[config.mk]
export PLATFORM = sky130hd
export DESIGN_NAME = cubic_bisection_root_finder
export DESIGN_NICKNAME = d
export VERILOG_FILES = /design/src/hw/rtl/cbrf_pkg.sv /design/src/hw/rtl/cbrf_cubic_eval.sv /design/src/hw/rtl/cbrf_datapath.sv /design/src/hw/rtl/cbrf_ctrl.sv /design/src/hw/rtl/cubic_bisection_root_finder.sv
export SDC_FILE = /design/constraint.sdc
export NUM_CORES = 2
export LEC_CHECK = 0
export ABC_CLOCK_PERIOD_IN_PS = 17700
export BUFFER_PORTS_ARGS = -buffer_cell sky130_fd_sc_hd__buf_2
export CAP_MARGIN = 10
export CELL_PAD_IN_SITES_DETAIL_PLACEMENT = 1
export CELL_PAD_IN_SITES_GLOBAL_PLACEMENT = 1
export CORE_MARGIN = 5
export CORE_UTILIZATION = 45
export CTS_CLUSTER_SIZE = 30
export DETAILED_ROUTE_END_ITERATION = 10
export HOLD_SLACK_MARGIN = 0.15
export PLACE_DENSITY_LB_ADDON = 0.1
export SLEW_MARGIN = 10
export SYNTH_ARGS = -nofsm -noshare
export SYNTH_HDL_FRONTEND = slang
export SYNTH_HIERARCHICAL = 1
export SYNTH_SLANG_ARGS = --single-unit
[constraint.sdc]
create_clock -name clk -period 17.7 [get_ports clk]
set_input_delay 1.77 -clock clk [delete_from_list [all_inputs] [get_ports clk]]
set_output_delay 1.77 -clock clk [all_outputs]
set_load 0.03 [all_outputs]
[src/hw/rtl/cbrf_pkg.sv]
package cbrf_pkg;

	// Default geometry of the fixed-point operands.
	localparam int CBRF_X_WIDTH   = 24;
	localparam int CBRF_FRAC_BITS = 16;

	// Tolerance register.
	localparam int                    CBRF_TOL_W     = 23;
	localparam logic [CBRF_TOL_W-1:0] CBRF_TOL_RESET = 23'd33;

	// Pass counter and its hard stop.
	localparam int                    CBRF_CNT_W      = 6;
	localparam logic [CBRF_CNT_W-1:0] CBRF_PASS_LIMIT = 6'd63;

	// Strict sign of the cubic at one point.
	typedef enum logic [1:0] {
		SGN_ZERO = 2'b00,
		SGN_POS  = 2'b01,
		SGN_NEG  = 2'b10
	} cbrf_sign_t;

	// Which bracket point goes to the evaluator.
	typedef enum logic [1:0] {
		SEL_LOW  = 2'b00,
		SEL_HIGH = 2'b01,
		SEL_MID  = 2'b10
	} cbrf_sel_t;

	// Commands from the controller to the datapath.
	typedef struct packed {
		logic      load;
		logic      eval_start;
		cbrf_sel_t eval_sel;
		logic      latch_sign;
		logic      take_mid;
		logic      apply_mid;
		logic      finish_no_root;
		logic      finish_bracket;
		logic      finish_mid_root;
	} cbrf_cmd_t;

	// Status from the datapath to the controller.
	typedef struct packed {
		logic eval_done;
		logic same_sign;
		logic more_passes;
		logic mid_zero;
	} cbrf_status_t;

endpackage

[src/hw/rtl/cbrf_cubic_eval.sv]
module cbrf_cubic_eval
	import cbrf_pkg::*;
#(
	parameter int X_WIDTH   = CBRF_X_WIDTH,
	parameter int FRAC_BITS = CBRF_FRAC_BITS
) (
	input  logic                      clk,
	input  logic                      arst_n,
	input  logic                      start,
	input  logic signed [X_WIDTH-1:0] x,
	output logic                      done,
	output cbrf_sign_t                sign
);

	// Width that holds x^3 - 6x*2^(2F) + 4*2^(3F) exactly, with a sign bit to spare.
	localparam int T1  = 3 * X_WIDTH;
	localparam int T2  = X_WIDTH + 2 * FRAC_BITS + 3;
	localparam int T3  = 3 * FRAC_BITS + 3;
	localparam int T12 = (T1 > T2) ? T1 : T2;
	localparam int FW  = ((T12 > T3) ? T12 : T3) + 2;
	localparam int CW  = 3 * X_WIDTH;
	localparam int PW  = 2 * X_WIDTH;

	typedef enum logic [5:0] {
		EV_IDLE = 6'b000001,
		EV_SQ   = 6'b000010,
		EV_LO   = 6'b000100,
		EV_HI   = 6'b001000,
		EV_ACC  = 6'b010000,
		EV_SUM  = 6'b100000
	} cbrf_ev_state_t;

	cbrf_ev_state_t       step_q;
	logic [X_WIDTH-1:0]   mag_q;
	logic                 neg_q;
	logic [PW-1:0]        prod_q;
	logic [X_WIDTH-1:0]   sq_hi_q;
	logic [CW-1:0]        cube_q;
	logic                 done_q;
	cbrf_sign_t           sign_q;

	logic [X_WIDTH-1:0]   mul_a;
	logic [PW-1:0]        mul_p;
	logic [X_WIDTH+2:0]   six_mag;
	logic [FW-1:0]        cube_w;
	logic [FW-1:0]        lin_w;
	logic [FW-1:0]        const_w;
	logic [FW-1:0]        f_w;
	cbrf_sign_t           f_sign;

	// Shared multiplier: square first, then the two halves of the square times |x|.
	always_comb begin
		case (step_q)
			EV_SQ:   mul_a = mag_q;
			EV_LO:   mul_a = prod_q[X_WIDTH-1:0];
			EV_HI:   mul_a = sq_hi_q;
			default: mul_a = mag_q;
		endcase
	end

	assign mul_p = PW'(mul_a) * PW'(mag_q);

	// Final sum of the three terms and its strict sign.
	always_comb begin
		six_mag = ((X_WIDTH+3)'(mag_q) << 2) + ((X_WIDTH+3)'(mag_q) << 1);
		cube_w  = FW'(cube_q);
		lin_w   = FW'(six_mag) << (2 * FRAC_BITS);
		const_w = FW'(4) << (3 * FRAC_BITS);
		if (neg_q) begin
			f_w = const_w - cube_w + lin_w;
		end else begin
			f_w = const_w + cube_w - lin_w;
		end
		if (f_w[FW-1]) begin
			f_sign = SGN_NEG;
		end else if (f_w == '0) begin
			f_sign = SGN_ZERO;
		end else begin
			f_sign = SGN_POS;
		end
	end

	// Step sequencer and done strobe.
	always_ff @(posedge clk or negedge arst_n) begin
		if (!arst_n) begin
			step_q <= EV_IDLE;
			done_q <= 1'b0;
			sign_q <= SGN_ZERO;
		end else begin
			done_q <= 1'b0;
			case (step_q)
				EV_IDLE: begin
					if (start) begin
						step_q <= EV_SQ;
					end
				end
				EV_SQ:   step_q <= EV_LO;
				EV_LO:   step_q <= EV_HI;
				EV_HI:   step_q <= EV_ACC;
				EV_ACC:  step_q <= EV_SUM;
				EV_SUM: begin
					step_q <= EV_IDLE;
					done_q <= 1'b1;
					sign_q <= f_sign;
				end
				default: step_q <= EV_IDLE;
			endcase
		end
	end

	// Operand capture, partial products and the cube accumulator.
	always_ff @(posedge clk) begin
		if (start && (step_q == EV_IDLE)) begin
			neg_q <= x[X_WIDTH-1];
			mag_q <= x[X_WIDTH-1] ? X_WIDTH'(-x) : X_WIDTH'(x);
		end
		if (step_q == EV_SQ || step_q == EV_LO || step_q == EV_HI) begin
			prod_q <= mul_p;
		end
		if (step_q == EV_LO) begin
			sq_hi_q <= prod_q[PW-1:X_WIDTH];
		end
		if (step_q == EV_HI) begin
			cube_q <= CW'(prod_q);
		end else if (step_q == EV_ACC) begin
			cube_q <= cube_q + (CW'(prod_q) << X_WIDTH);
		end
	end

	assign done = done_q;
	assign sign = sign_q;

`ifndef ASSERT_OFF
	a_start_when_idle: assert property (@(posedge clk) disable iff (!arst_n)
		start |-> step_q == EV_IDLE)
		else $error("cubic evaluation started while one is running");
`endif

endmodule

[src/hw/rtl/cbrf_datapath.sv]
module cbrf_datapath
	import cbrf_pkg::*;
#(
	parameter int X_WIDTH   = CBRF_X_WIDTH,
	parameter int FRAC_BITS = CBRF_FRAC_BITS
) (
	input  logic                      clk,
	input  logic                      arst_n,
	input  cbrf_cmd_t                 cmd,
	output cbrf_status_t              status,
	input  logic signed [X_WIDTH-1:0] interval_low,
	input  logic signed [X_WIDTH-1:0] interval_high,
	input  logic                      tolerance_wr_en,
	input  logic [CBRF_TOL_W-1:0]     tolerance_wr_data,
	output logic signed [X_WIDTH-1:0] root,
	output logic [CBRF_CNT_W-1:0]     iteration_count,
	output logic                      no_root,
	output logic                      done
);

	// Width for comparing the bracket width against twice the tolerance plus two.
	localparam int DW0 = (X_WIDTH + 1 > CBRF_TOL_W + 2) ? X_WIDTH + 1 : CBRF_TOL_W + 2;
	localparam int DW  = DW0 + 1;

	logic [CBRF_TOL_W-1:0]     tol_q;
	logic signed [X_WIDTH-1:0] low_q;
	logic signed [X_WIDTH-1:0] high_q;
	logic signed [X_WIDTH-1:0] mid_q;
	cbrf_sign_t                low_sign_q;
	cbrf_sign_t                high_sign_q;
	cbrf_sign_t                mid_sign_q;
	logic [CBRF_CNT_W-1:0]     pass_cnt_q;
	logic signed [X_WIDTH-1:0] root_q;
	logic [CBRF_CNT_W-1:0]     count_q;
	logic                      no_root_q;
	logic                      done_q;

	logic signed [X_WIDTH:0]   sum_w;
	logic signed [X_WIDTH-1:0] bracket_mid_w;
	logic signed [DW-1:0]      diff_w;
	logic signed [DW-1:0]      thr_w;
	logic signed [X_WIDTH-1:0] eval_x;
	logic                      eval_done;
	cbrf_sign_t                eval_sign;
	logic                      opposite_w;

	// Floor midpoint of the current bracket.
	assign sum_w         = (X_WIDTH+1)'(low_q) + (X_WIDTH+1)'(high_q);
	assign bracket_mid_w = sum_w[X_WIDTH:1];

	// Loop test: floor((high - low) / 2) > tolerance, i.e. high - low >= 2 * tolerance + 2.
	assign diff_w = DW'(high_q) - DW'(low_q);
	assign thr_w  = $signed(DW'({tol_q, 1'b0}) + DW'(2));

	assign opposite_w = ((low_sign_q == SGN_POS) && (mid_sign_q == SGN_NEG)) ||
	                    ((low_sign_q == SGN_NEG) && (mid_sign_q == SGN_POS));

	// Point handed to the evaluator.
	always_comb begin
		case (cmd.eval_sel)
			SEL_LOW:  eval_x = low_q;
			SEL_HIGH: eval_x = high_q;
			SEL_MID:  eval_x = mid_q;
			default:  eval_x = low_q;
		endcase
	end

	cbrf_cubic_eval #(
		.X_WIDTH   (X_WIDTH),
		.FRAC_BITS (FRAC_BITS)
	) u_eval (
		.clk    (clk),
		.arst_n (arst_n),
		.start  (cmd.eval_start),
		.x      (eval_x),
		.done   (eval_done),
		.sign   (eval_sign)
	);

	assign status.eval_done   = eval_done;
	assign status.same_sign   = (low_sign_q != SGN_ZERO) && (low_sign_q == high_sign_q);
	assign status.more_passes = (diff_w >= thr_w) && (pass_cnt_q != CBRF_PASS_LIMIT);
	assign status.mid_zero    = (mid_sign_q == SGN_ZERO);

	// Tolerance register.
	always_ff @(posedge clk or negedge arst_n) begin
		if (!arst_n) begin
			tol_q <= CBRF_TOL_RESET;
		end else if (tolerance_wr_en) begin
			tol_q <= tolerance_wr_data;
		end
	end

	// Signs, pass counter and the result strobe.
	always_ff @(posedge clk or negedge arst_n) begin
		if (!arst_n) begin
			low_sign_q  <= SGN_ZERO;
			high_sign_q <= SGN_ZERO;
			mid_sign_q  <= SGN_ZERO;
			pass_cnt_q  <= '0;
			done_q      <= 1'b0;
		end else begin
			done_q <= cmd.finish_no_root || cmd.finish_bracket || cmd.finish_mid_root;
			if (cmd.load) begin
				pass_cnt_q <= '0;
			end
			if (cmd.latch_sign) begin
				case (cmd.eval_sel)
					SEL_LOW:  low_sign_q  <= eval_sign;
					SEL_HIGH: high_sign_q <= eval_sign;
					SEL_MID: begin
						mid_sign_q <= eval_sign;
						pass_cnt_q <= pass_cnt_q + CBRF_CNT_W'(1);
					end
					default:  low_sign_q  <= eval_sign;
				endcase
			end
			if (cmd.apply_mid && !status.mid_zero && !opposite_w) begin
				low_sign_q <= mid_sign_q;
			end
		end
	end

	// Bracket ends and the midpoint under test.
	always_ff @(posedge clk) begin
		if (cmd.load) begin
			low_q  <= interval_low;
			high_q <= interval_high;
		end else if (cmd.apply_mid && !status.mid_zero) begin
			if (opposite_w) begin
				high_q <= mid_q;
			end else begin
				low_q <= mid_q;
			end
		end
		if (cmd.take_mid) begin
			mid_q <= bracket_mid_w;
		end
	end

	// Result registers, shown for one cycle with the strobe.
	always_ff @(posedge clk) begin
		if (cmd.finish_no_root) begin
			root_q    <= '0;
			count_q   <= '0;
			no_root_q <= 1'b1;
		end else if (cmd.finish_mid_root) begin
			root_q    <= mid_q;
			count_q   <= pass_cnt_q;
			no_root_q <= 1'b0;
		end else if (cmd.finish_bracket) begin
			root_q    <= bracket_mid_w;
			count_q   <= pass_cnt_q;
			no_root_q <= 1'b0;
		end
	end

	assign root            = root_q;
	assign iteration_count = count_q;
	assign no_root         = no_root_q;
	assign done            = done_q;

endmodule

[src/hw/rtl/cbrf_ctrl.sv]
module cbrf_ctrl
	import cbrf_pkg::*;
(
	input  logic         clk,
	input  logic         arst_n,
	input  logic         start,
	input  cbrf_status_t status,
	output cbrf_cmd_t    cmd,
	output logic         busy
);

	typedef enum logic [9:0] {
		ST_IDLE   = 10'b0000000001,
		ST_L_LO   = 10'b0000000010,
		ST_W_LO   = 10'b0000000100,
		ST_L_HI   = 10'b0000001000,
		ST_W_HI   = 10'b0000010000,
		ST_ENDS   = 10'b0000100000,
		ST_CHECK  = 10'b0001000000,
		ST_L_MID  = 10'b0010000000,
		ST_W_MID  = 10'b0100000000,
		ST_UPDATE = 10'b1000000000
	} cbrf_state_t;

	cbrf_state_t state_q;
	cbrf_state_t state_d;

	assign busy = (state_q != ST_IDLE);

	// Next state and commands.
	always_comb begin
		state_d = state_q;
		cmd     = '0;
		case (state_q)
			ST_IDLE: begin
				if (start) begin
					cmd.load = 1'b1;
					state_d  = ST_L_LO;
				end
			end
			ST_L_LO: begin
				cmd.eval_sel   = SEL_LOW;
				cmd.eval_start = 1'b1;
				state_d        = ST_W_LO;
			end
			ST_W_LO: begin
				cmd.eval_sel = SEL_LOW;
				if (status.eval_done) begin
					cmd.latch_sign = 1'b1;
					state_d        = ST_L_HI;
				end
			end
			ST_L_HI: begin
				cmd.eval_sel   = SEL_HIGH;
				cmd.eval_start = 1'b1;
				state_d        = ST_W_HI;
			end
			ST_W_HI: begin
				cmd.eval_sel = SEL_HIGH;
				if (status.eval_done) begin
					cmd.latch_sign = 1'b1;
					state_d        = ST_ENDS;
				end
			end
			ST_ENDS: begin
				if (status.same_sign) begin
					cmd.finish_no_root = 1'b1;
					state_d            = ST_IDLE;
				end else begin
					state_d = ST_CHECK;
				end
			end
			ST_CHECK: begin
				if (status.more_passes) begin
					cmd.take_mid = 1'b1;
					state_d      = ST_L_MID;
				end else begin
					cmd.finish_bracket = 1'b1;
					state_d            = ST_IDLE;
				end
			end
			ST_L_MID: begin
				cmd.eval_sel   = SEL_MID;
				cmd.eval_start = 1'b1;
				state_d        = ST_W_MID;
			end
			ST_W_MID: begin
				cmd.eval_sel = SEL_MID;
				if (status.eval_done) begin
					cmd.latch_sign = 1'b1;
					state_d        = ST_UPDATE;
				end
			end
			ST_UPDATE: begin
				cmd.apply_mid = 1'b1;
				if (status.mid_zero) begin
					cmd.finish_mid_root = 1'b1;
					state_d             = ST_IDLE;
				end else begin
					state_d = ST_CHECK;
				end
			end
			default: state_d = ST_IDLE;
		endcase
	end

	always_ff @(posedge clk or negedge arst_n) begin
		if (!arst_n) begin
			state_q <= ST_IDLE;
		end else begin
			state_q <= state_d;
		end
	end

endmodule

[src/hw/rtl/cubic_bisection_root_finder.sv]
// Channel   Direction  Transfer when                Signals
// input     in         start && !busy               interval_low, interval_high
// result    out        done (one cycle, no stall)   root, iteration_count, no_root
// config    in         tolerance_wr_en              tolerance_wr_data
//
// Each cubic evaluation runs on the shared X_WIDTH x X_WIDTH multiplier.
// An item evaluates both bracket ends, then one midpoint per pass; a bracket
// flagged as holding no root gives its result after the two end evaluations.
// Reset is asynchronous and active low; the tolerance returns to 33.
// One item is worked at a time; busy stays high until the result strobe.
// The receiver cannot stall: each result is shown for exactly one cycle.
module cubic_bisection_root_finder
	import cbrf_pkg::*;
#(
	parameter int X_WIDTH   = CBRF_X_WIDTH,
	parameter int FRAC_BITS = CBRF_FRAC_BITS
) (
	input  logic                      clk,
	input  logic                      arst_n,
	input  logic                      start,
	output logic                      busy,
	input  logic signed [X_WIDTH-1:0] interval_low,
	input  logic signed [X_WIDTH-1:0] interval_high,
	input  logic                      tolerance_wr_en,
	input  logic [CBRF_TOL_W-1:0]     tolerance_wr_data,
	output logic                      done,
	output logic signed [X_WIDTH-1:0] root,
	output logic [CBRF_CNT_W-1:0]     iteration_count,
	output logic                      no_root
);

	cbrf_cmd_t    cmd;
	cbrf_status_t status;

	// Sequencing of the search.
	cbrf_ctrl u_ctrl (
		.clk    (clk),
		.arst_n (arst_n),
		.start  (start),
		.status (status),
		.cmd    (cmd),
		.busy   (busy)
	);

	// Bracket, evaluator and result registers.
	cbrf_datapath #(
		.X_WIDTH   (X_WIDTH),
		.FRAC_BITS (FRAC_BITS)
	) u_datapath (
		.clk               (clk),
		.arst_n            (arst_n),
		.cmd               (cmd),
		.status            (status),
		.interval_low      (interval_low),
		.interval_high     (interval_high),
		.tolerance_wr_en   (tolerance_wr_en),
		.tolerance_wr_data (tolerance_wr_data),
		.root              (root),
		.iteration_count   (iteration_count),
		.no_root           (no_root),
		.done              (done)
	);

`ifndef ASSERT_OFF
	a_done_single: assert property (@(posedge clk) disable iff (!arst_n)
		done |=> !done)
		else $error("result strobe held for more than one cycle");

	a_no_root_zero: assert property (@(posedge clk) disable iff (!arst_n)
		(done && no_root) |-> (root == '0) && (iteration_count == '0))
		else $error("no-root result carries a root or a pass count");

	a_accept_busy: assert property (@(posedge clk) disable iff (!arst_n)
		(start && !busy) |=> busy)
		else $error("transfer accepted without going busy");

	a_done_idle: assert property (@(posedge clk) disable iff (!arst_n)
		done |-> !busy)
		else $error("result shown while the search is still running");
`endif

endmodule
* Word-level counts from Yosys, hierarchy flattened *
Index checks and enable logic that the tools add are counted.

storage, ports and cells
  output and inout bits = 33
  register bits after elaboration = 327
  logic and storage cells = 153
  bits of input ports = 75

cells by class
  equal/unequal tests = 32
  multiply operators = 1
  muxes and demuxes = 52
  add/subtract/negate cells = 11
  magnitude comparators = 1
  reduce and logical (&&, ||, !) cells = 33

operators by type and width
  cell                                                count
  2-to-1 mux 24 bit                                   8
  one-hot mux 10 bit (10 select lines)                1
  2-to-1 mux 48 bit                                   2
  one-hot mux 24 bit (2 select lines)                 2
  adder 73 x 60 -> 74 bit                             1
  zero test 74 bit                                    1
  2-to-1 mux 74 bit                                   1
  subtractor 73 x 59 -> 74 bit                        1
  adder 51 x 72 -> 73 bit, first input constant       1
  subtractor 51 x 72 -> 73 bit, first input constant  1
  adder 72 bit                                        1
  multiplier 24 x 24 -> 48 bit                        1
  2-to-1 mux 10 bit                                   4
  2-to-1 mux 6 bit                                    6
  one-hot mux 6 bit (5 select lines)                  1
  adder 26 x 25 -> 27 bit                             1
  >= comparator 26 bit                                1
  adder 24 x 2 -> 25 bit, second input constant       1
  adder 24 x 24 -> 25 bit                             1
  subtractor 24 x 24 -> 25 bit                        1
  negator 24 bit                                      1
  2-to-1 mux 23 bit                                   1
  2-to-1 mux 1 bit                                    18
  2-to-1 mux 7 bit                                    2
  other kinds (36)                                    71

* Logic depth before layout (Yosys ltp) *
  word-level depth = 8
  mapped depth = 36

* Hierarchy *
The synthesis kept the hierarchy.

by module, submodules not included
  module           seq. area each (um^2)  area each (um^2)  cells an instance  times used
  cbrf_cubic_eval  5061.1                 38298.0           4523               1
  cbrf_datapath    3686.0                 9604.2            1076               1
  cbrf_ctrl        251.5                  700.7             81                 1

* Worst setup path after synthesis *
OpenSTA, ideal clock, no wires.

  path kind = flip-flop to flip-flop
  start = reg u_datapath.u_eval.step_q[5]
  end = reg u_datapath.u_eval.prod_q[47], data pin
  cell stages (with the launch flop) = 35
  arrival = 8692 ps
  data required time = 17440 ps
  clock period less this slack = 8952 ps
  slack = 8748 ps
  path through = dfrtp_1 -> nor2_1 -> nand2_1 -> nor3b_1 -> clkbuf_1 -> a22oi_1 -> nand2_1 -> clkbuf_1 -> nand2_1 -> fa_1 -> inv_1 -> fa_1 -> inv_1 -> fa_1 -> inv_1 -> fa_1 -> inv_1 -> fa_1 -> inv_1 -> fa_1 -> inv_1 -> fa_1 -> inv_1 -> ha_1 -> nand2_1 -> nor2_1 -> and3_1 -> or4_1 -> a211o_1 -> a41o_1 -> o21ai_1 -> o2111ai_1 -> a221o_1 -> a21oi_1 -> xnor2_1

on the way
  longest elaborated chain between the ends = 3
  elaborated cells between the ends (all ways) = 4

RTL lines
  what                                                                                 line                    RTL
  start: declaration                                                                   cbrf_cubic_eval.sv:33   cbrf_ev_state_t step_q;
  start signal: assignment                                                             cbrf_cubic_eval.sv:86   step_q <= EV_IDLE;
  start signal: assignment                                                             cbrf_cubic_eval.sv:94   step_q <= EV_SQ;
  start signal: assignment                                                             cbrf_cubic_eval.sv:97   EV_SQ: step_q <= EV_LO;
  equality test 6 x 4 -> 1 bit / equality test 6 x 3 -> 1 bit (equally long branches)  cbrf_cubic_eval.sv:53   case (step_q)
  one-hot mux 24 bit (2 select lines) (*)                                              cbrf_cubic_eval.sv:53
  multiplier 24 x 24 -> 48 bit (*)                                                     cbrf_cubic_eval.sv:61   assign mul_p = PW'(mul_a) * PW'(mag_q);
  net u_datapath.u_eval.mul_p[47]                                                      cbrf_cubic_eval.sv:43   logic [PW-1:0] mul_p;
  end signal: assignment                                                               cbrf_cubic_eval.sv:118  prod_q <= mul_p;
  end: declaration                                                                     cbrf_cubic_eval.sv:36   logic [PW-1:0] prod_q;

The timed path passes the listed nets; every way through them passes the cells marked *.
A chain may end at the register's enable or synchronous reset.

* Worst setup path after layout *
Same ends and word-level chain as after synthesis.

==> results.rst <==
.. list-table::
   :header-rows: 1

   * - Metric
     - Value
   * - Share of Yosys cell area claimed by the top area cell type
     - 20.1%
   * - Crit-path slowest cell
     - buf_4
   * - Sequential share of the synthesized area
     - 18.5%
   * - Total number of nets in the final design
     - 6719
   * - Worst-case clock buffer depth
     - 3
   * - Antenna-violating nets left
     - 0
   * - Vias in the first global route
     - 43894
   * - Overall die area
     - 115000 sq um
   * - CTS resizes
     - 0
   * - Utilization after layout
     - 48.5%
   * - Count of fill cells added during filler insertion
     - 12769
   * - Most repeated library cell on the critical path
     - fa_1
   * - Core area
     - 107000 sq um
   * - Worst min path class
     - flip-flop to flip-flop
   * - GR Overflow Total
     - 0
   * - Top achievable clock speed
     - 91.8 MHz
   * - Number of failing hold endpoints at the final stage
     - 0
   * - Setup TNS
     - 0 ns
   * - Diodes inserted
     - 0
   * - Layout overhead on the synthesized area
     - 6.99%
   * - Count leader, synth
     - inv_1
   * - Clock insertion delay at the later pin of the skew report
     - 0.60 ns
   * - DRC errors left
     - 0
   * - Parity-gate share of the synthesized area counting xor and xnor cells
     - 5.41%
   * - Number of flops mapped to enable cells by yosys
     - 217
   * - CTS tree
     - built
   * - Multiplexer share of the synthesized area
     - 1.05%
   * - Headroom to the max-slew limit
     - 11.3%
   * - Max Cap Viol
     - 0
   * - Synth unique cells
     - 107
   * - Number of standard cells in the layout, taps in and fillers out
     - 7104
   * - Number of nets in the synthesized netlist
     - 6730
   * - Multi-input gate area in the final layout
     - 35800 sq um
   * - Clock-pin transition on the worst setup and hold timing paths
     - 0.06 ns
   * - Number of cells produced by synthesis
     - 5680
   * - CP Data Required Time
     - 18.02 ns
   * - Dominant cell type by area after synthesis
     - fa_1
   * - Result of the run
     - complete, no violations
   * - Number of cell instances on the worst register-to-register path
     - 32
   * - Crit path launch type
     - flip-flop
   * - Overall Global Routing Usage
     - 29.0%
   * - Clk Tree Root Cell
     - clkbuf_16
   * - Max Clock Skew
     - 0.0360 ns
   * - Compound-Gate Fraction of Synth Area
     - 14.8%
   * - Post-synthesis instance area
     - 48600 sq um
   * - Post-layout min period
     - 10.90 ns
   * - TritonCTS buffer count
     - 41
   * - Starting utilization of the core area
     - 45.3%
   * - Number of antenna violations at the first check in global routing
     - 2
   * - Delay contributed by the slowest stage of the critical path
     - 0.76 ns
   * - Final cycle utilization of the critical path
     - 61.6%
   * - Hold_ws
     - 0.456 ns
   * - Die span in x
     - 339 um
   * - Number of clock sinks
     - 327
   * - Vias/cell
     - 5.89
   * - Arrival time of data at the critical path endpoint
     - 11.22 ns
   * - Pin slew with the least headroom to its limit
     - 1.30 ns
   * - Simple-gate share of the synthesized area
     - 19.8%
   * - Adder-cell share of the synthesized area
     - 32.6%
   * - Pins over their slew limit
     - 0
   * - Placed cell count
     - 7029
   * - Register Area
     - 9000 sq um
   * - Async set-reset flop share out of synthesis
     - 16.8%
   * - Largest family of logic cells by synthesized area
     - adder cells
   * - Largest net degree at the start of global routing
     - 106
   * - Vias
     - 41866
   * - Number of design-rule violations left by the first detailed-router iteration
     - 2750
   * - Number of ports placed on the die boundary
     - 108
   * - Routed Wire Length
     - 170000 um
   * - Total setup buffers inserted after CTS
     - 0
   * - Post-synthesis average cell area
     - 8.56 sq um
   * - Top cells by count, synth
     - 770 x inv_1, 730 x nand2_1, 488 x ha_1
   * - Cell types with the largest area share after synthesis
     - fa_1 20%, edfxtp_1 13%, ha_1 13%
   * - # port buffers
     - 107
   * - Share of post-route cells with drive strength above 1
     - 6.37%
   * - Final-report setup violation count
     - 0
   * - Number of warnings reported in the yosys synthesis log
     - 6
   * - Count of state elements after synthesis
     - 327
   * - Maximum fanout along the worst path
     - 105
   * - WL/cell
     - 23.9 um
   * - Hold Crit Depth
     - 2
   * - Type of element capturing the critical path
     - flip-flop
   * - # H-tree levels
     - 2
   * - Wire length of the first global-routing pass
     - 262000 um
   * - DP Wirelength
     - 134000 um
   * - RSZ-0062 raised after global routing
     - no
   * - Final Wtd Congestion
     - 0.919
   * - Count of hold buffers inserted by post-cts repair
     - 0
   * - Dominant register cell in the synthesized netlist
     - edfxtp_1
   * - 1st-pass router iterations
     - 5
   * - Number of placement rows
     - 120
   * - Critical path type
     - flip-flop to flip-flop
   * - Die outline height
     - 339 um
## stage by stage
| stage | worst slack [ns] | cell area, sq um |
|---|---|---|
| 4_1_cts | 6.80 | 52000 |
| 3_5_place_dp | 6.85 | 50500 |
| 2_1_floorplan | 8.75 | 48600 |
| 5_1_grt | 6.18 | 52000 |
| 6_report | 6.80 | 52000 |
| 3_3_place_gp | 7.12 | 50500 |
## cells in the final DEF (no fill, tap or decap), drive strengths merged, types with 97 or more instances in the layout
master / netlist / layout
a21oi: 336 / 336
and2: 288 / 288
buf: 26 / 174
edfxtp: 217 / 217
fa: 487 / 487
ha: 488 / 488
inv: 770 / 773
nand2: 730 / 730
nor2: 288 / 288
nor3: 97 / 97
o21ai: 210 / 210
xnor2: 201 / 201
## state kept, by name (all words and copies together) (netlist names), 6 cells and up
signal / count
u_datapath/low_q: 24
u_datapath/pass_cnt_q: 6
u_datapath/tol_q: 23
u_datapath/u_eval/sq_hi_q: 24
u_datapath/iteration_count: 6
u_datapath/high_q: 24
u_datapath/root: 24
u_datapath/u_eval/step_q: 6
u_datapath/mid_q: 24
u_datapath/u_eval/prod_q: 48
u_datapath/u_eval/cube_q: 72
u_ctrl/state_q: 10
u_datapath/u_eval/mag_q: 24
## path summary, 6_finish.rpt
check / startpoint / endpoint / slack, ns
setup / recovery: u_datapath/u_eval/step_q[5] / u_datapath/u_eval/prod_q[47] / 6.80
hold / removal: u_datapath/iteration_count[5] / u_datapath/iteration_count[5] / 0.46
setup reg to reg: u_datapath/u_eval/step_q[5] / u_datapath/u_eval/prod_q[47] / 6.80
hold reg to reg: u_datapath/iteration_count[5] / u_datapath/iteration_count[5] / 0.46
max in group asynchronous: arst_n / u_ctrl/state_q[3] / 15.76
min in group asynchronous: arst_n / u_datapath/tol_q[21] / 1.35
## cell type report
type | instances | share of cell area [%]
Multi-Input combinational cell | 4353 | 68.9
Clock buffer | 47 | 2.05
Tap cell | 1403 | 3.38
Sequential cell | 327 | 17.3
Clock inverter | 28 | 0.753
Timing Repair Buffer | 174 | 2.00
Inverter | 772 | 5.57
## logic make-up after synthesis
family / count (synthesis)
fa+ha+maj: 975
simple gates: 1944
xor+xnor: 297
mux: 47
flops: 327
buf+inv: 1000
compound gates: 1090
## metal layers
layer | part of all wire [%] | wire [um] | GRT usage, % | vias up
li1 | - | - | - | 19141
met1 | 44 | 73900 | 39.1 | 21426
met2 | 48 | 81500 | 49.4 | 1043
met3 | 5.1 | 8660 | 3.21 | 256
met4 | 3.3 | 5560 | 8.30 | 0
met5 | 0 | 0 | 0 | -
## critical path, delay by kind of cell (launching register included)
kind	cells	cell delay, ns
buf+inv	8	1.49
xor+xnor	1	0.08
flops	1	0.39
simple gates	8	2.46
fa+ha+maj	8	4.04
compound gates	7	2.02
Power is left out: the tool's default activity adds up to more than one toggle a clock period on the data nets, which glitch-free logic cannot reach.
